**src/rtl/core/blht_pkg.sv**
```systemverilog
package blht_pkg;

  localparam int CMD_W   = 2;
  localparam int CTR_W   = 14;
  localparam int EXT_W   = 13;
  localparam int CLS_W   = 8;
  localparam int QRY_W   = 18;
  localparam int ENTRY_W = CLS_W + 2 * EXT_W + 2 * CTR_W;

  typedef enum logic [CMD_W-1:0] {
    CMD_CLEAR = 2'd0,
    CMD_ADD   = 2'd1,
    CMD_QUERY = 2'd2
  } cmd_e;

  typedef enum logic [1:0] {
    RES_OK,
    RES_FULL,
    RES_HIT
  } res_e;

  typedef enum logic {
    ST_IDLE,
    ST_SCAN
  } state_e;

  typedef struct packed {
    logic [CLS_W-1:0]        cls;
    logic [EXT_W-1:0]        h;
    logic [EXT_W-1:0]        w;
    logic signed [CTR_W-1:0] cy;
    logic signed [CTR_W-1:0] cx;
  } entry_t;

  typedef struct packed {
    logic clear;
    logic add;
    logic load_query;
    logic scan;
    logic load_out;
    res_e out_sel;
  } ctl_cmd_t;

  typedef struct packed {
    logic full;
    logic scan_done;
    logic hit;
    logic out_free;
  } dp_stat_t;

endpackage

```
**src/rtl/core/blht_if.sv**
```systemverilog
interface blht_req_if;
  import blht_pkg::*;

  logic                     valid;
  logic                     ready;
  logic [CMD_W-1:0]         command;
  logic signed [CTR_W-1:0]  center_x;
  logic signed [CTR_W-1:0]  center_y;
  logic [EXT_W-1:0]         box_width;
  logic [EXT_W-1:0]         box_height;
  logic [CLS_W-1:0]         class_code;
  logic signed [QRY_W-1:0]  query_x;
  logic signed [QRY_W-1:0]  query_y;

  modport source (
    output valid, command, center_x, center_y, box_width, box_height, class_code,
           query_x, query_y,
    input  ready
  );

  modport sink (
    input  valid, command, center_x, center_y, box_width, box_height, class_code,
           query_x, query_y,
    output ready
  );
endinterface

interface blht_rsp_if;
  import blht_pkg::*;

  logic             valid;
  logic             ready;
  logic             status;
  logic             found;
  logic [CLS_W-1:0] label;

  modport source (
    output valid, status, found, label,
    input  ready
  );

  modport sink (
    input  valid, status, found, label,
    output ready
  );
endinterface

```
**src/rtl/core/box_label_hit_test_unit.sv**
```systemverilog
// box label hit test unit
// req_i carries one command per transaction: clear the box table, add a
// box (center, width, height, class code) or query a point given with
// FRACTION_BITS fraction bits. rsp_o returns exactly one result per
// request: status (add dropped on a full table), found and label.
// boxes live in a single-port-read RAM of MAX_BOXES entries; a query
// reads one entry per cycle in insertion order and stops at the first
// box whose open interior holds the point.
// latency: clear and add give their result one cycle after acceptance;
// a query checks each entry from the registered read data of the table
// RAM and loads the result register on the first hit, or on a miss
// once every stored box is checked (at once on an empty table).
// one request is processed at a time; req_i.ready is high only while
// idle with the result register empty or being drained.
// a stalled receiver holds the result in the output register and blocks
// further requests until it is taken.
// reset empties the table and drops any pending result; the RAM itself
// is not cleared, entries past the box count are never read.
module box_label_hit_test_unit #(
  parameter int MAX_BOXES     = 16,
  parameter int FRACTION_BITS = 4
) (
  input  logic        clk_i,
  input  logic        rst_ni,
  blht_req_if.sink    req_i,
  blht_rsp_if.source  rsp_o
);
  import blht_pkg::*;

  ctl_cmd_t ctl_cmd;
  dp_stat_t dp_stat;

  blht_ctrl u_ctrl (
    .clk_i       (clk_i),
    .rst_ni      (rst_ni),
    .req_valid_i (req_i.valid),
    .command_i   (req_i.command),
    .req_ready_o (req_i.ready),
    .stat_i      (dp_stat),
    .cmd_o       (ctl_cmd)
  );

  blht_dp #(
    .MAX_BOXES     (MAX_BOXES),
    .FRACTION_BITS (FRACTION_BITS)
  ) u_dp (
    .clk_i        (clk_i),
    .rst_ni       (rst_ni),
    .cmd_i        (ctl_cmd),
    .stat_o       (dp_stat),
    .center_x_i   (req_i.center_x),
    .center_y_i   (req_i.center_y),
    .box_width_i  (req_i.box_width),
    .box_height_i (req_i.box_height),
    .class_code_i (req_i.class_code),
    .query_x_i    (req_i.query_x),
    .query_y_i    (req_i.query_y),
    .out_ready_i  (rsp_o.ready),
    .out_valid_o  (rsp_o.valid),
    .status_o     (rsp_o.status),
    .found_o      (rsp_o.found),
    .label_o      (rsp_o.label)
  );

endmodule

```
**src/rtl/core/blht_ram.sv**
```systemverilog
module blht_ram #(
  parameter int WIDTH = 62,
  parameter int DEPTH = 16
) (
  input  logic                     clk_i,
  input  logic                     we_i,
  input  logic [$clog2(DEPTH)-1:0] waddr_i,
  input  logic [WIDTH-1:0]         wdata_i,
  input  logic                     re_i,
  input  logic [$clog2(DEPTH)-1:0] raddr_i,
  output logic [WIDTH-1:0]         rdata_o
);

  logic [WIDTH-1:0] mem_q [DEPTH];
  logic [WIDTH-1:0] rdata_q;

  always_ff @(posedge clk_i) begin
    if (we_i) begin
      mem_q[waddr_i] <= wdata_i;
    end
    if (re_i) begin
      rdata_q <= mem_q[raddr_i];
    end
  end

  assign rdata_o = rdata_q;

endmodule

```
**src/rtl/core/blht_ctrl.sv**
```systemverilog
module blht_ctrl (
  input  logic                       clk_i,
  input  logic                       rst_ni,
  input  logic                       req_valid_i,
  input  logic [blht_pkg::CMD_W-1:0] command_i,
  output logic                       req_ready_o,
  input  blht_pkg::dp_stat_t         stat_i,
  output blht_pkg::ctl_cmd_t         cmd_o
);
  import blht_pkg::*;

  state_e state_q, state_d;
  logic   accept;

  assign req_ready_o = (state_q == ST_IDLE) && stat_i.out_free;
  assign accept      = req_valid_i && req_ready_o;

  always_comb begin
    state_d = state_q;
    unique case (state_q)
      ST_IDLE: begin
        if (accept && (cmd_e'(command_i) == CMD_QUERY)) begin
          state_d = ST_SCAN;
        end
      end
      ST_SCAN: begin
        if (stat_i.hit || stat_i.scan_done) begin
          state_d = ST_IDLE;
        end
      end
      default: state_d = ST_IDLE;
    endcase
  end

  always_comb begin
    cmd_o = '0;
    cmd_o.out_sel = RES_OK;
    unique case (state_q)
      ST_IDLE: begin
        if (accept) begin
          unique case (cmd_e'(command_i))
            CMD_CLEAR: begin
              cmd_o.clear    = 1'b1;
              cmd_o.load_out = 1'b1;
            end
            CMD_ADD: begin
              cmd_o.load_out = 1'b1;
              if (stat_i.full) begin
                cmd_o.out_sel = RES_FULL;
              end else begin
                cmd_o.add = 1'b1;
              end
            end
            CMD_QUERY: begin
              cmd_o.load_query = 1'b1;
            end
            default: begin
              cmd_o.load_out = 1'b1;
            end
          endcase
        end
      end
      ST_SCAN: begin
        cmd_o.scan = 1'b1;
        if (stat_i.hit) begin
          cmd_o.load_out = 1'b1;
          cmd_o.out_sel  = RES_HIT;
        end else if (stat_i.scan_done) begin
          cmd_o.load_out = 1'b1;
        end
      end
      default: ;
    endcase
  end

  always_ff @(posedge clk_i or negedge rst_ni) begin
    if (!rst_ni) begin
      state_q <= ST_IDLE;
    end else begin
      state_q <= state_d;
    end
  end

  a_load_needs_free: assert property (@(posedge clk_i) disable iff (!rst_ni)
    cmd_o.load_out |-> stat_i.out_free)
    else $error("result loaded while output register busy");

  a_query_scans: assert property (@(posedge clk_i) disable iff (!rst_ni)
    (accept && (cmd_e'(command_i) == CMD_QUERY)) |=> (state_q == ST_SCAN))
    else $error("query transaction did not start a scan");

  a_hit_ends_scan: assert property (@(posedge clk_i) disable iff (!rst_ni)
    ((state_q == ST_SCAN) && stat_i.hit) |=> (state_q == ST_IDLE))
    else $error("scan continued after a hit");

endmodule

```
**src/rtl/core/blht_dp.sv**
```systemverilog
module blht_dp #(
  parameter int MAX_BOXES     = 16,
  parameter int FRACTION_BITS = 4
) (
  input  logic                              clk_i,
  input  logic                              rst_ni,
  input  blht_pkg::ctl_cmd_t                cmd_i,
  output blht_pkg::dp_stat_t                stat_o,
  input  logic signed [blht_pkg::CTR_W-1:0] center_x_i,
  input  logic signed [blht_pkg::CTR_W-1:0] center_y_i,
  input  logic [blht_pkg::EXT_W-1:0]        box_width_i,
  input  logic [blht_pkg::EXT_W-1:0]        box_height_i,
  input  logic [blht_pkg::CLS_W-1:0]        class_code_i,
  input  logic signed [blht_pkg::QRY_W-1:0] query_x_i,
  input  logic signed [blht_pkg::QRY_W-1:0] query_y_i,
  input  logic                              out_ready_i,
  output logic                              out_valid_o,
  output logic                              status_o,
  output logic                              found_o,
  output logic [blht_pkg::CLS_W-1:0]        label_o
);
  import blht_pkg::*;

  localparam int CNT_W = $clog2(MAX_BOXES + 1);
  localparam int AW    = $clog2(MAX_BOXES);
  localparam int DW    = CTR_W + 1;
  localparam int SW    = DW + FRACTION_BITS;
  localparam int CW    = ((SW > QRY_W) ? SW : QRY_W) + 1;

  logic [CNT_W-1:0]        count_q, count_d;
  logic [CNT_W-1:0]        idx_q, idx_d;
  logic                    pend_q, pend_d;
  logic signed [QRY_W-1:0] qx_q, qy_q;
  logic                    out_valid_q, out_valid_d;
  logic                    status_q, found_q;
  logic [CLS_W-1:0]        label_q;

  logic                    rd_en;
  logic                    out_free;
  logic [ENTRY_W-1:0]      rdata;
  entry_t                  ent, wr_ent;
  logic                    in_x, in_y;

  function automatic logic inside_ext(logic signed [QRY_W-1:0] q,
                                      logic signed [CTR_W-1:0] c,
                                      logic [EXT_W-1:0] ext);
    logic signed [DW-1:0] half;
    logic signed [CW-1:0] lo;
    logic signed [CW-1:0] hi;
    logic signed [CW-1:0] qe;
    half = $signed({{(DW-EXT_W+1){1'b0}}, ext[EXT_W-1:1]});
    lo   = CW'(DW'(c) - half) <<< FRACTION_BITS;
    hi   = CW'(DW'(c) + half) <<< FRACTION_BITS;
    qe   = CW'(q);
    return (qe > lo) && (qe < hi);
  endfunction

  assign wr_ent.cls = class_code_i;
  assign wr_ent.h   = box_height_i;
  assign wr_ent.w   = box_width_i;
  assign wr_ent.cy  = center_y_i;
  assign wr_ent.cx  = center_x_i;

  assign rd_en = cmd_i.scan && (idx_q < count_q);

  blht_ram #(
    .WIDTH (ENTRY_W),
    .DEPTH (MAX_BOXES)
  ) u_store (
    .clk_i   (clk_i),
    .we_i    (cmd_i.add),
    .waddr_i (count_q[AW-1:0]),
    .wdata_i (wr_ent),
    .re_i    (rd_en),
    .raddr_i (idx_q[AW-1:0]),
    .rdata_o (rdata)
  );

  assign ent  = entry_t'(rdata);
  assign in_x = inside_ext(qx_q, ent.cx, ent.w);
  assign in_y = inside_ext(qy_q, ent.cy, ent.h);

  assign out_free         = !out_valid_q || out_ready_i;
  assign stat_o.full      = (count_q == CNT_W'(MAX_BOXES));
  assign stat_o.scan_done = !pend_q && (idx_q == count_q);
  assign stat_o.hit       = pend_q && in_x && in_y;
  assign stat_o.out_free  = out_free;

  always_comb begin
    count_d = count_q;
    if (cmd_i.clear) begin
      count_d = '0;
    end else if (cmd_i.add) begin
      count_d = count_q + CNT_W'(1);
    end
  end

  always_comb begin
    idx_d  = idx_q;
    pend_d = rd_en;
    if (cmd_i.load_query) begin
      idx_d = '0;
    end else if (rd_en) begin
      idx_d = idx_q + CNT_W'(1);
    end
  end

  always_comb begin
    out_valid_d = out_valid_q;
    if (cmd_i.load_out) begin
      out_valid_d = 1'b1;
    end else if (out_ready_i) begin
      out_valid_d = 1'b0;
    end
  end

  always_ff @(posedge clk_i or negedge rst_ni) begin
    if (!rst_ni) begin
      count_q     <= '0;
      idx_q       <= '0;
      pend_q      <= 1'b0;
      out_valid_q <= 1'b0;
    end else begin
      count_q     <= count_d;
      idx_q       <= idx_d;
      pend_q      <= pend_d;
      out_valid_q <= out_valid_d;
    end
  end

  always_ff @(posedge clk_i) begin
    if (cmd_i.load_query) begin
      qx_q <= query_x_i;
      qy_q <= query_y_i;
    end
    if (cmd_i.load_out) begin
      status_q <= (cmd_i.out_sel == RES_FULL);
      found_q  <= (cmd_i.out_sel == RES_HIT);
      label_q  <= (cmd_i.out_sel == RES_HIT) ? ent.cls : '0;
    end
  end

  assign out_valid_o = out_valid_q;
  assign status_o    = status_q;
  assign found_o     = found_q;
  assign label_o     = label_q;

  a_count_bound: assert property (@(posedge clk_i) disable iff (!rst_ni)
    count_q <= CNT_W'(MAX_BOXES))
    else $error("box count beyond table depth");

  a_idx_bound: assert property (@(posedge clk_i) disable iff (!rst_ni)
    cmd_i.scan |-> (idx_q <= count_q))
    else $error("scan index past box count");

  a_add_not_full: assert property (@(posedge clk_i) disable iff (!rst_ni)
    cmd_i.add |-> (count_q < CNT_W'(MAX_BOXES)))
    else $error("write into a full table");

endmodule
```
**src/flat_wrapper.sv**
```systemverilog
// flat-port wrapper written by rule: the top's interface ports become plain ports
module box_label_hit_test_unit_flat import blht_pkg::*;
#(
  parameter int MAX_BOXES     = 16,
  parameter int FRACTION_BITS = 4
)
  (clk_i, rst_ni, req_i_valid, req_i_command, req_i_center_x, req_i_center_y, req_i_box_width, req_i_box_height, req_i_class_code, req_i_query_x, req_i_query_y, req_i_ready, rsp_o_valid, rsp_o_status, rsp_o_found, rsp_o_label, rsp_o_ready);
  blht_req_if req_i_i ();
  blht_rsp_if rsp_o_i ();
  input  logic clk_i;
  input  logic rst_ni;
  input wire logic [$bits(req_i_i.valid)-1:0] req_i_valid;
  input wire logic [$bits(req_i_i.command)-1:0] req_i_command;
  input wire logic [$bits(req_i_i.center_x)-1:0] req_i_center_x;
  input wire logic [$bits(req_i_i.center_y)-1:0] req_i_center_y;
  input wire logic [$bits(req_i_i.box_width)-1:0] req_i_box_width;
  input wire logic [$bits(req_i_i.box_height)-1:0] req_i_box_height;
  input wire logic [$bits(req_i_i.class_code)-1:0] req_i_class_code;
  input wire logic [$bits(req_i_i.query_x)-1:0] req_i_query_x;
  input wire logic [$bits(req_i_i.query_y)-1:0] req_i_query_y;
  output wire logic [$bits(req_i_i.ready)-1:0] req_i_ready;
  output wire logic [$bits(rsp_o_i.valid)-1:0] rsp_o_valid;
  output wire logic [$bits(rsp_o_i.status)-1:0] rsp_o_status;
  output wire logic [$bits(rsp_o_i.found)-1:0] rsp_o_found;
  output wire logic [$bits(rsp_o_i.label)-1:0] rsp_o_label;
  input wire logic [$bits(rsp_o_i.ready)-1:0] rsp_o_ready;
  assign req_i_i.valid = req_i_valid;
  assign req_i_i.command = req_i_command;
  assign req_i_i.center_x = req_i_center_x;
  assign req_i_i.center_y = req_i_center_y;
  assign req_i_i.box_width = req_i_box_width;
  assign req_i_i.box_height = req_i_box_height;
  assign req_i_i.class_code = req_i_class_code;
  assign req_i_i.query_x = req_i_query_x;
  assign req_i_i.query_y = req_i_query_y;
  assign req_i_ready = req_i_i.ready;
  assign rsp_o_valid = rsp_o_i.valid;
  assign rsp_o_status = rsp_o_i.status;
  assign rsp_o_found = rsp_o_i.found;
  assign rsp_o_label = rsp_o_i.label;
  assign rsp_o_i.ready = rsp_o_ready;
  box_label_hit_test_unit #(.MAX_BOXES(MAX_BOXES), .FRACTION_BITS(FRACTION_BITS)) u_core (.clk_i(clk_i), .rst_ni(rst_ni), .req_i(req_i_i), .rsp_o(rsp_o_i));
endmodule
```
**config.mk**
```make
export PLATFORM = sky130hd
export DESIGN_NAME = box_label_hit_test_unit_flat
export DESIGN_NICKNAME = d
export VERILOG_FILES = /design/src/rtl/core/blht_pkg.sv /design/src/rtl/core/blht_if.sv /design/src/rtl/core/box_label_hit_test_unit.sv /design/src/rtl/core/blht_ram.sv /design/src/rtl/core/blht_ctrl.sv /design/src/rtl/core/blht_dp.sv /design/src/flat_wrapper.sv
export SDC_FILE = /design/constraint.sdc
export NUM_CORES = 1
export LEC_CHECK = 0
export BUFFER_PORTS_ARGS = -buffer_cell sky130_fd_sc_hd__buf_2
export CAP_MARGIN = 25
export CORE_MARGIN = 2
export CORE_UTILIZATION = 25
export DETAILED_ROUTE_END_ITERATION = 16
export PLACE_DENSITY_LB_ADDON = 0.05
export SKIP_CTS_REPAIR_TIMING = 1
export SLEW_MARGIN = 20
export SYNTH_ARGS = -nofsm -noshare
export SYNTH_HDL_FRONTEND = slang
export SYNTH_SLANG_ARGS = --single-unit
```
**constraint.sdc**
```tcl
create_clock -name clk_i -period 18.8 [get_ports clk_i]
set_clock_uncertainty 0.1 [all_clocks]
set_input_delay 2.82 -clock clk_i [delete_from_list [all_inputs] [get_ports clk_i]]
set_output_delay 2.82 -clock clk_i [all_outputs]
set_load 0.03 [all_outputs]
```
==> Word level (Yosys, flattened, before mapping) <==
Memories as Yosys holds them, arrays and structs flattened. A register that Yosys moved wholly into a read port is not among the register bits.
Cells that the tools add are included.
{ "word_totals": {"elab_cells": 72, "mem_bits_rw": 992, "mem_count": 1, "regBits": 59} }
{ "op_classes": {"bitwise_logic": 1, "n_reduce_logical": 17, "add_sub_neg": 6, "eq_ne": 6, "n_mux": 26, "order_cmp": 5} }
{ "memory_table": {"columns": ["memory", "words", "word_bits", "rd", "rd_clocked_by_memory_dff", "write_ports", "line_no", "source"], "rows": [
  ["u_core.u_dp.u_store.mem_q", 16, 62, 1, 1, 1, "blht_ram.sv:14", "logic [WIDTH-1:0] mem_q [DEPTH];"]
]} }
{ "op_table": {"columns": ["operator", "n"], "rows": [
  ["$gt A18 B19 Y1", 2],
  ["$lt A18 B19 Y1", 2],
  ["$add A14 B13 Y15", 2],
  ["$sub A14 B13 Y15", 2],
  ["$mux W5", 4],
  ["$mux W1", 16],
  ["$add A5 B1 Y5 const B", 2],
  ["$logic_and A1 B1 Y1", 9],
  ["$mux W3", 3],
  ["$pmux W3 S2", 1],
  ["$reduce_bool A2 Y1", 3],
  ["$eq A5 B5 Y1", 1],
  ["$eq A5 B5 Y1 const B", 1],
  ["$lt A5 B5 Y1", 1],
  ["$eq A2 B1 Y1 const B", 2],
  ["$eq A2 B2 Y1 const B", 2],
  ["$logic_not A1 Y1", 2],
  ["$logic_not A2 Y1", 1],
  ["$logic_or A1 B1 Y1", 2],
  ["$mux W2", 1],
  ["$pmux W1 S2", 1],
  ["$not A1 Y1", 1]
]} }

==> Depth between registers and ports, before layout <==
Gate-level depths: netlist (run 1).
{ "depth": {"word_depth": 8, "depth_mapped": 20, "depth_no_buf": 20} }

==> Cells and area by module <==
A second synthesis (run 1) with hierarchy kept.
{ "hier_totals": {"hier_cells": 2229, "hier_area_um2": 44870.5} }
{ "by_module_without_submodules": {"columns": ["module", "instances", "seq_area_each_um2", "cells_per_inst", "area_per_inst_um2"], "rows": [
  ["blht_ram", 1, 31650.4, 1598, 38953.6],
  ["blht_dp", 1, 1681.6, 615, 5775.5],
  ["blht_ctrl", 1, 25.0, 16, 141.4]
]} }

==> Worst setup path after synthesis (run 1) <==
Ideal clock, no wire load.
{ "synth_path": {"kind": "input-to-reg", "from": "input port rsp_o_ready", "to": "memory u_core.u_dp.u_store.mem_q[3][0], enable pin", "slack_ns": 10.325, "setup_ns": 0.551, "arrival_ns": 7.823, "stages": 5, "n_path_buf": 0, "required_time_ns": 18.149, "cell_sequence": "nand2b_1 nand3b_1 nor4_4 nand2_1 nor3_1"} }
{ "synth_via": {"elab_chain_cells": 7} }
{ "synth_lines": {"columns": ["item", "line_no", "source"], "rows": [
  ["start: declaration", "flat_wrapper.sv:26", "input wire logic [$bits(rsp_o_i.ready)-1:0] rsp_o_ready;"],
  ["$logic_or A1 B1 Y1", "blht_dp.sv:83", "assign out_free = !out_valid_q || out_ready_i;"],
  ["$logic_and A1 B1 Y1", "blht_ctrl.sv:15", "assign req_ready_o = (state_q == ST_IDLE) && stat_i.out_free;"],
  ["$logic_and A1 B1 Y1", "blht_ctrl.sv:16", "assign accept = req_valid_i && req_ready_o;"],
  ["$mux W3", "blht_ctrl.sv:40", "if (accept) begin"],
  ["$mux W3", "blht_ctrl.sv:38", "unique case (state_q)"],
  ["$mux W1", "blht_ram.sv:18", "if (we_i) begin"],
  ["$mux W1 (implied by the code)", "blht_ram.sv:19", "mem_q[waddr_i] <= wdata_i;"],
  ["end: declaration", "blht_ram.sv:14", null]
]} }
No other way between the ends.

==> Worst setup path after layout (run 1) <==
{ "layout_path": {"from": "input port rsp_o_ready", "to": "memory u_core.u_dp.u_store.mem_q[1][22], enable pin"} }
Same word-level chain as after synthesis.

==> results of run 1 <==
[layout make-up]
class | count | area share, %
Antenna cell | 1 | 0.00485
Clock buffer | 169 | 6.88
Clock inverter | 70 | 1.25
Inverter | 73 | 0.531
Multi-Input combinational cell | 829 | 21.1
Sequential cell | 1079 | 62.7
Tap cell | 2325 | 5.64
Timing Repair Buffer | 164 | 1.86
[flip-flops by register name, summed over array words and instances, names as in the netlist]
| name | flops |
|---|---|
| u_core.u_dp.count_q | 5 |
| u_core.u_dp.status_o | 1 |
| u_core.u_dp.out_valid_o | 1 |
| u_core.u_dp.label_o | 8 |
| u_core.u_dp.qy_q | 18 |
| u_core.u_ctrl.state_q | 1 |
| u_core.u_dp.qx_q | 18 |
| u_core.u_dp.u_store.rdata_o | 60 |
| u_core.u_dp.pend_q | 1 |
| u_core.u_dp.u_store.mem_q | 960 |
| u_core.u_dp.idx_q | 5 |
| u_core.u_dp.found_o | 1 |
[per-stage QoR]
stage	std cells	setup slack, ns	power [W]	utilization [%]
after global routing	4710	12.12	0.00875	29.6
after CTS	4709	12.22	0.00842	29.6
final	4710	12.37	0.00823	29.6
after global placement	4470	11.40	0.00591	27.2
after detailed placement	4470	11.37	0.00591	27.2
after floorplan	2072	10.33	0.00498	-
[logic make-up after synthesis]
group / after synthesis / synth area share (%)
muxes: 304 / 15.5
and+or+nand+nor: 223 / 2.62
DFF: 1079 / 73.9
buffers and inverters: 164 / 1.54
adders and majority gates: 120 / 3.50
xor gates and xnor gates: 44 / 0.880
AOI/OAI and AO/OA: 138 / 2.06
[synthesized netlist by cell type (all sizes together), types with 8 or more instances]
cell    number  share of area [%]
edfxtp    1066                 73
mux4       300                 15
ha         116                3.3
inv         73               0.63
nor2        66               0.57
a21oi       54               0.62
buf         48               0.54
clkbuf      43               0.37
nand2       39               0.33
xnor2       35               0.70
nor3        22               0.25
o21ai       21               0.24
nand4       15               0.21
dfrtp       13               0.74
nor2b       13               0.19
nand2b      11               0.16
nand3       11               0.14
a21o        10               0.17
and2         9               0.13
xor2         9               0.18
and3         8               0.11
[power breakdown]
| group | total, W | switching (W) | internal, W |
|---|---|---|---|
| logic | 0.00277 | 0.00154 | 0.00123 |
| registers | 0.00300 | 0.000158 | 0.00284 |
| clock network | 0.00246 | 0.00102 | 0.00144 |
| total | 0.00823 | 0.00272 | 0.00551 |
[worst paths after layout]
kind	start	cells after the start	slack, ns	endpoint
min in group asynchronous	rst_ni	1	1.85	u_core.u_dp.count_q[3]
max reg2reg	u_core.u_dp.u_store.rdata_o[1]	16	12.76	u_core.u_dp.label_o[0]
max	rsp_o_ready	8	12.37	u_core.u_dp.u_store.mem_q[1][22]
min	u_core.u_dp.u_store.rdata_o[56]	1	0.41	u_core.u_dp.label_o[2]
min reg2reg	u_core.u_dp.u_store.rdata_o[56]	1	0.41	u_core.u_dp.label_o[2]
max in group asynchronous	rst_ni	1	16.46	u_core.u_dp.idx_q[2]
[routing by layer]
metal  vias to the layer above  global-route usage (%)
met3                       193                    2.51
met1                     11400                    19.7
met4                        10                    3.64
li1                       9034                       -
met5                         -                       0
met2                       382                    23.6
[worst max-delay path: stages]
cell and delay (ns):
buf_2 0.07, nand2b_1 0.17, nand3b_1 0.34, nor4_4 0.53
nand2_1 0.38, nor3_2 0.84, buf_4 0.74, buf_4 0.67
==> out/summary.txt, run 1 <==
Status = finished clean
Mapped Area = 43,800 sq um
Post-Route Setup TNS = 0 ns
Ys async rst share = 1.20%
MaxCap Viol Count = 0
Layout area overhead = 17.8%
Layout cells sized above 1 = 28.3%
Initial antenna violation count = 30
CP arrival = 6.71 ns
Rel. slew slack = 33.5%
CP Launch Type = input port
Synth unique cells = 65
Final HPWL DP = 73,500 microns
CP Max Fanout = 28
VDD IR max = 0.0953 mV
PwrDens = 159 nW/um^2
Initial Utilization = 25.2%
Routability Congestion = 0.758
WL met1 = 58,900 microns
Top layer used by detailed routing = met5
Vias = 21,000
Largest net degree at the start of global routing = 73
Antenna viol nets, final = 0
Clock transition at path regs = 0.05 ns
Total track usage = 14.4%
Fill count = 17,000
DRT iter0 DRCs = 1,406
Met2 Wirelength = 62,000 microns
Final Cycle Share = 34.2%
Leak = 16.5 nW
WL met3 = 4010 microns
Slew @ Worst Pin = 0.993 ns
RSZ-0062 raised after global routing = no
Number of synthesis warnings = 0
Area taken by multi-input logic gates = 10,900 sq um
Placed cell area = 47,400 sq um
Worst-Skew Late Latency = 0.76 ns
Minimum clock period = 6.43 ns
Remaining global-route overflow = 0
IO Count = 116
Most common cell after layout, fill and taps aside = edfxtp_1
Mapped Nets = 2,296
Ys flop type = edfxtp_1
Final WL = 128,000 microns
Seq. cell area = 32,400 sq um
CTS max path bufs = 3
DIE AREA = 178,000 sq um
Cell chosen for the clock root = clkbuf_16
Most frequent cells in the layout = edfxtp_1 (1,066), mux4_2 (300), clkbuf_16 (137)
Critical path capture point type = flop
Synthesized instance count = 2,072
Post-detailed-route wirelength per cell = 27.1 microns
Detailed-route DRC error count = 0
Number of global-route vias before repair = 22,600
Worst setup path class = input port to flop
Max H-tree Level = 4
Sequential element share of the synthesized area = 73.9%
CP required = 19.08 ns
Vias per Instance = 4.45
Final setup viols = 0
CTS Buf Count = 134
Die Ht = 422 microns
Drt first pass iters = 6
F_max = 156 MHz
Post-synthesis register bit count = 1,079
Nets = 2,505
Final Hold Violating Endpoints = 0
Mean Syn Cell Area = 21.1 sq um
Fin area = 51,600 sq um
Clock Sinks = 1,079
Row count = 153
Port Buffers = 113
Final Slew Violations = 0
First-pass GRT wire length = 179,000 microns
HP Class = flop to flop
Die W = 422 microns
CTS tree = done
Number of synthesized flops with an enable pin = 1,066
Core Box Area = 174,000 sq um
Hold Worst Slack = 0.415 ns
Power figures use the tool's default switching activity.
==> run 2: changes to the inputs <==
clock period = 6.59 ns   (was 18.8 ns; I/O delays follow)
==> out/summary.txt, run 2 (synthesis results as in run 1) <==
Port Buffers = 113
Initial Utilization = 25.2%
CTS tree = done
Max reg flops = 960
RSZ-0062 raised after global routing = no
Total track usage = 14.5%
Rel. slew slack = 37.3%
Hold endpoint = u_core.u_dp.qy_q[12]
Leak = 16.5 nW
Final Power = 0.0236 W
Final setup viols = 0
Final Cycle Share = 84.6%
Worst R2R End = u_core.u_dp.label_o[5]
Final Hold Violating Endpoints = 0
Hold depth = 1
DRT iter0 DRCs = 1,525
Layout area overhead = 18.5%
Clock Sinks = 1,079
Worst setup path class = flop to flop
Slew @ Worst Pin = 0.940 ns
Most common cell after layout, fill and taps aside = edfxtp_1
Remaining global-route overflow = 0
Vias = 21,100
Row count = 153
Final Slew Violations = 0
IO Count = 116
VDD IR max = 0.244 mV
Worst Reg-to-Reg Cells = 20
Die W = 422 microns
Core Box Area = 174,000 sq um
DIE AREA = 178,000 sq um
Clock transition at path regs = 0.06 ns
Drt first pass iters = 5
Initial antenna violation count = 35
Hold Worst Slack = 0.295 ns
Nets = 2,498
CP arrival = 5.91 ns
Critical path capture point type = flop
PwrDens = 455 nW/um^2
Largest net degree at the start of global routing = 84
MaxCap Viol Count = 0
Final WL = 129,000 microns
First-pass GRT wire length = 180,000 microns
Minimum clock period = 5.58 ns
Layout cells sized above 1 = 28.5%
Cell chosen for the clock root = clkbuf_16
Max H-tree Level = 4
Most frequent cells in the layout = edfxtp_1 (1,066), mux4_2 (300), clkbuf_16 (135)
Dpl cells = 4,463
HP Class = input port to flop
Vias per Instance = 4.47
CP Launch Type = flop
Non-Filler Instances = 4,708
CP required = 6.92 ns
CTS max path bufs = 3
Reg2Reg Setup Slack = 1.01 ns
Number of global-route vias before repair = 22,600
Post-detailed-route wirelength per cell = 27.4 microns
Fill count = 16,800
Status = finished clean
CTS Buf Count = 133
Detailed-route DRC error count = 0
Routability Congestion = 0.759
Post-Route Setup TNS = 0 ns
CP Max Fanout = 10
Die Ht = 422 microns
Reg2reg start = u_core.u_dp.u_store.rdata_o[0]
F_max = 179 MHz
Worst min-delay path startpoint = req_i_query_y[12]
Final HPWL DP = 69,600 microns
Largest register by flop count = u_core.u_dp.u_store.mem_q
Worst-Skew Late Latency = 0.77 ns
Antenna viol nets, final = 0
-- run 2: changes by cell type in the layout (fill, tap and decap cells not counted), moves of 2 or more --
cell,previous run,this run
clkinv_8,5,3
nor3_4,0,4
clkbuf_16,137,135
clkinv_2,15,23
inv_6,2,6
buf_4,50,25
buf_12,1,19
clkinv_1,32,26
clkbuf_1,32,29
diode_2,1,3
nor3_2,4,0
bufinv_16,7,10
-- run 2: cell type report --
class | count | area, sq um | share of cell area (%)
Timing Repair Buffer | 158 | 1140 | 2.21
Multi-Input combinational cell | 829 | 10900 | 21.0
Tap cell | 2325 | 2910 | 5.61
Clock buffer | 164 | 3490 | 6.72
Antenna cell | 3 | 7.51 | 0.0145
Clock inverter | 77 | 768 | 1.48
Sequential cell | 1079 | 32400 | 62.4
Inverter | 73 | 274 | 0.528
-- run 2: power by group --
group	internal (W)	leakage (nW)	switching [W]
logic	0.00353	4.65	0.00443
clock network	0.00419	2.08	0.00295
registers	0.00810	9.78	0.000415
-- run 2: worst max-delay path by stage --
stage,from,to
after detailed placement,u_core.u_dp.u_store.rdata_o[0],u_core.u_dp.label_o[3]
after global routing,u_core.u_dp.u_store.rdata_o[0],u_core.u_dp.label_o[5]
after floorplan,rsp_o_ready,u_core.u_dp.u_store.mem_q[15][0]
final,u_core.u_dp.u_store.rdata_o[0],u_core.u_dp.label_o[5]
after global placement,u_core.u_dp.u_store.rdata_o[0],u_core.u_dp.label_o[3]
after CTS,u_core.u_dp.u_store.rdata_o[0],u_core.u_dp.label_o[5]
-- run 2: stage by stage --
step | util [%] | worst slack [ns] | cell area, sq um
global route | 29.8 | 0.645 | 51900
floorplan | - | 1.51 | 43800
detailed placement | 27.3 | 1.06 | 47600
finish | 29.8 | 1.01 | 51900
global placement | 27.3 | 1.01 | 47600
CTS | 29.8 | 0.998 | 51800
-- run 2: routing by layer --
layer,share of wire (%),global-route usage [%]
met1,45,19.6
met2,49,23.8
met3,3.8,2.77
met4,2.1,3.95
met5,0.047,0
-- run 2: worst max-delay path, cell delays in order, from the launching register on --
cell       delay, ns
edfxtp_1        0.41
inv_1           0.08
ha_1            0.17
inv_1           0.06
fa_1            0.40
a21o_1          0.18
a21oi_1         0.21
nor2b_1         0.08
o21ai_0         0.29
a21oi_1         0.21
a211oi_1        0.27
nor3_1          0.09
ha_1            0.33
nand4_1         0.16
nor3_1          0.59
o31ai_1         0.26
and3_1          0.32
a2111oi_2       0.49
nand3_2         0.16
nand2_1         0.08
buf_4           0.27
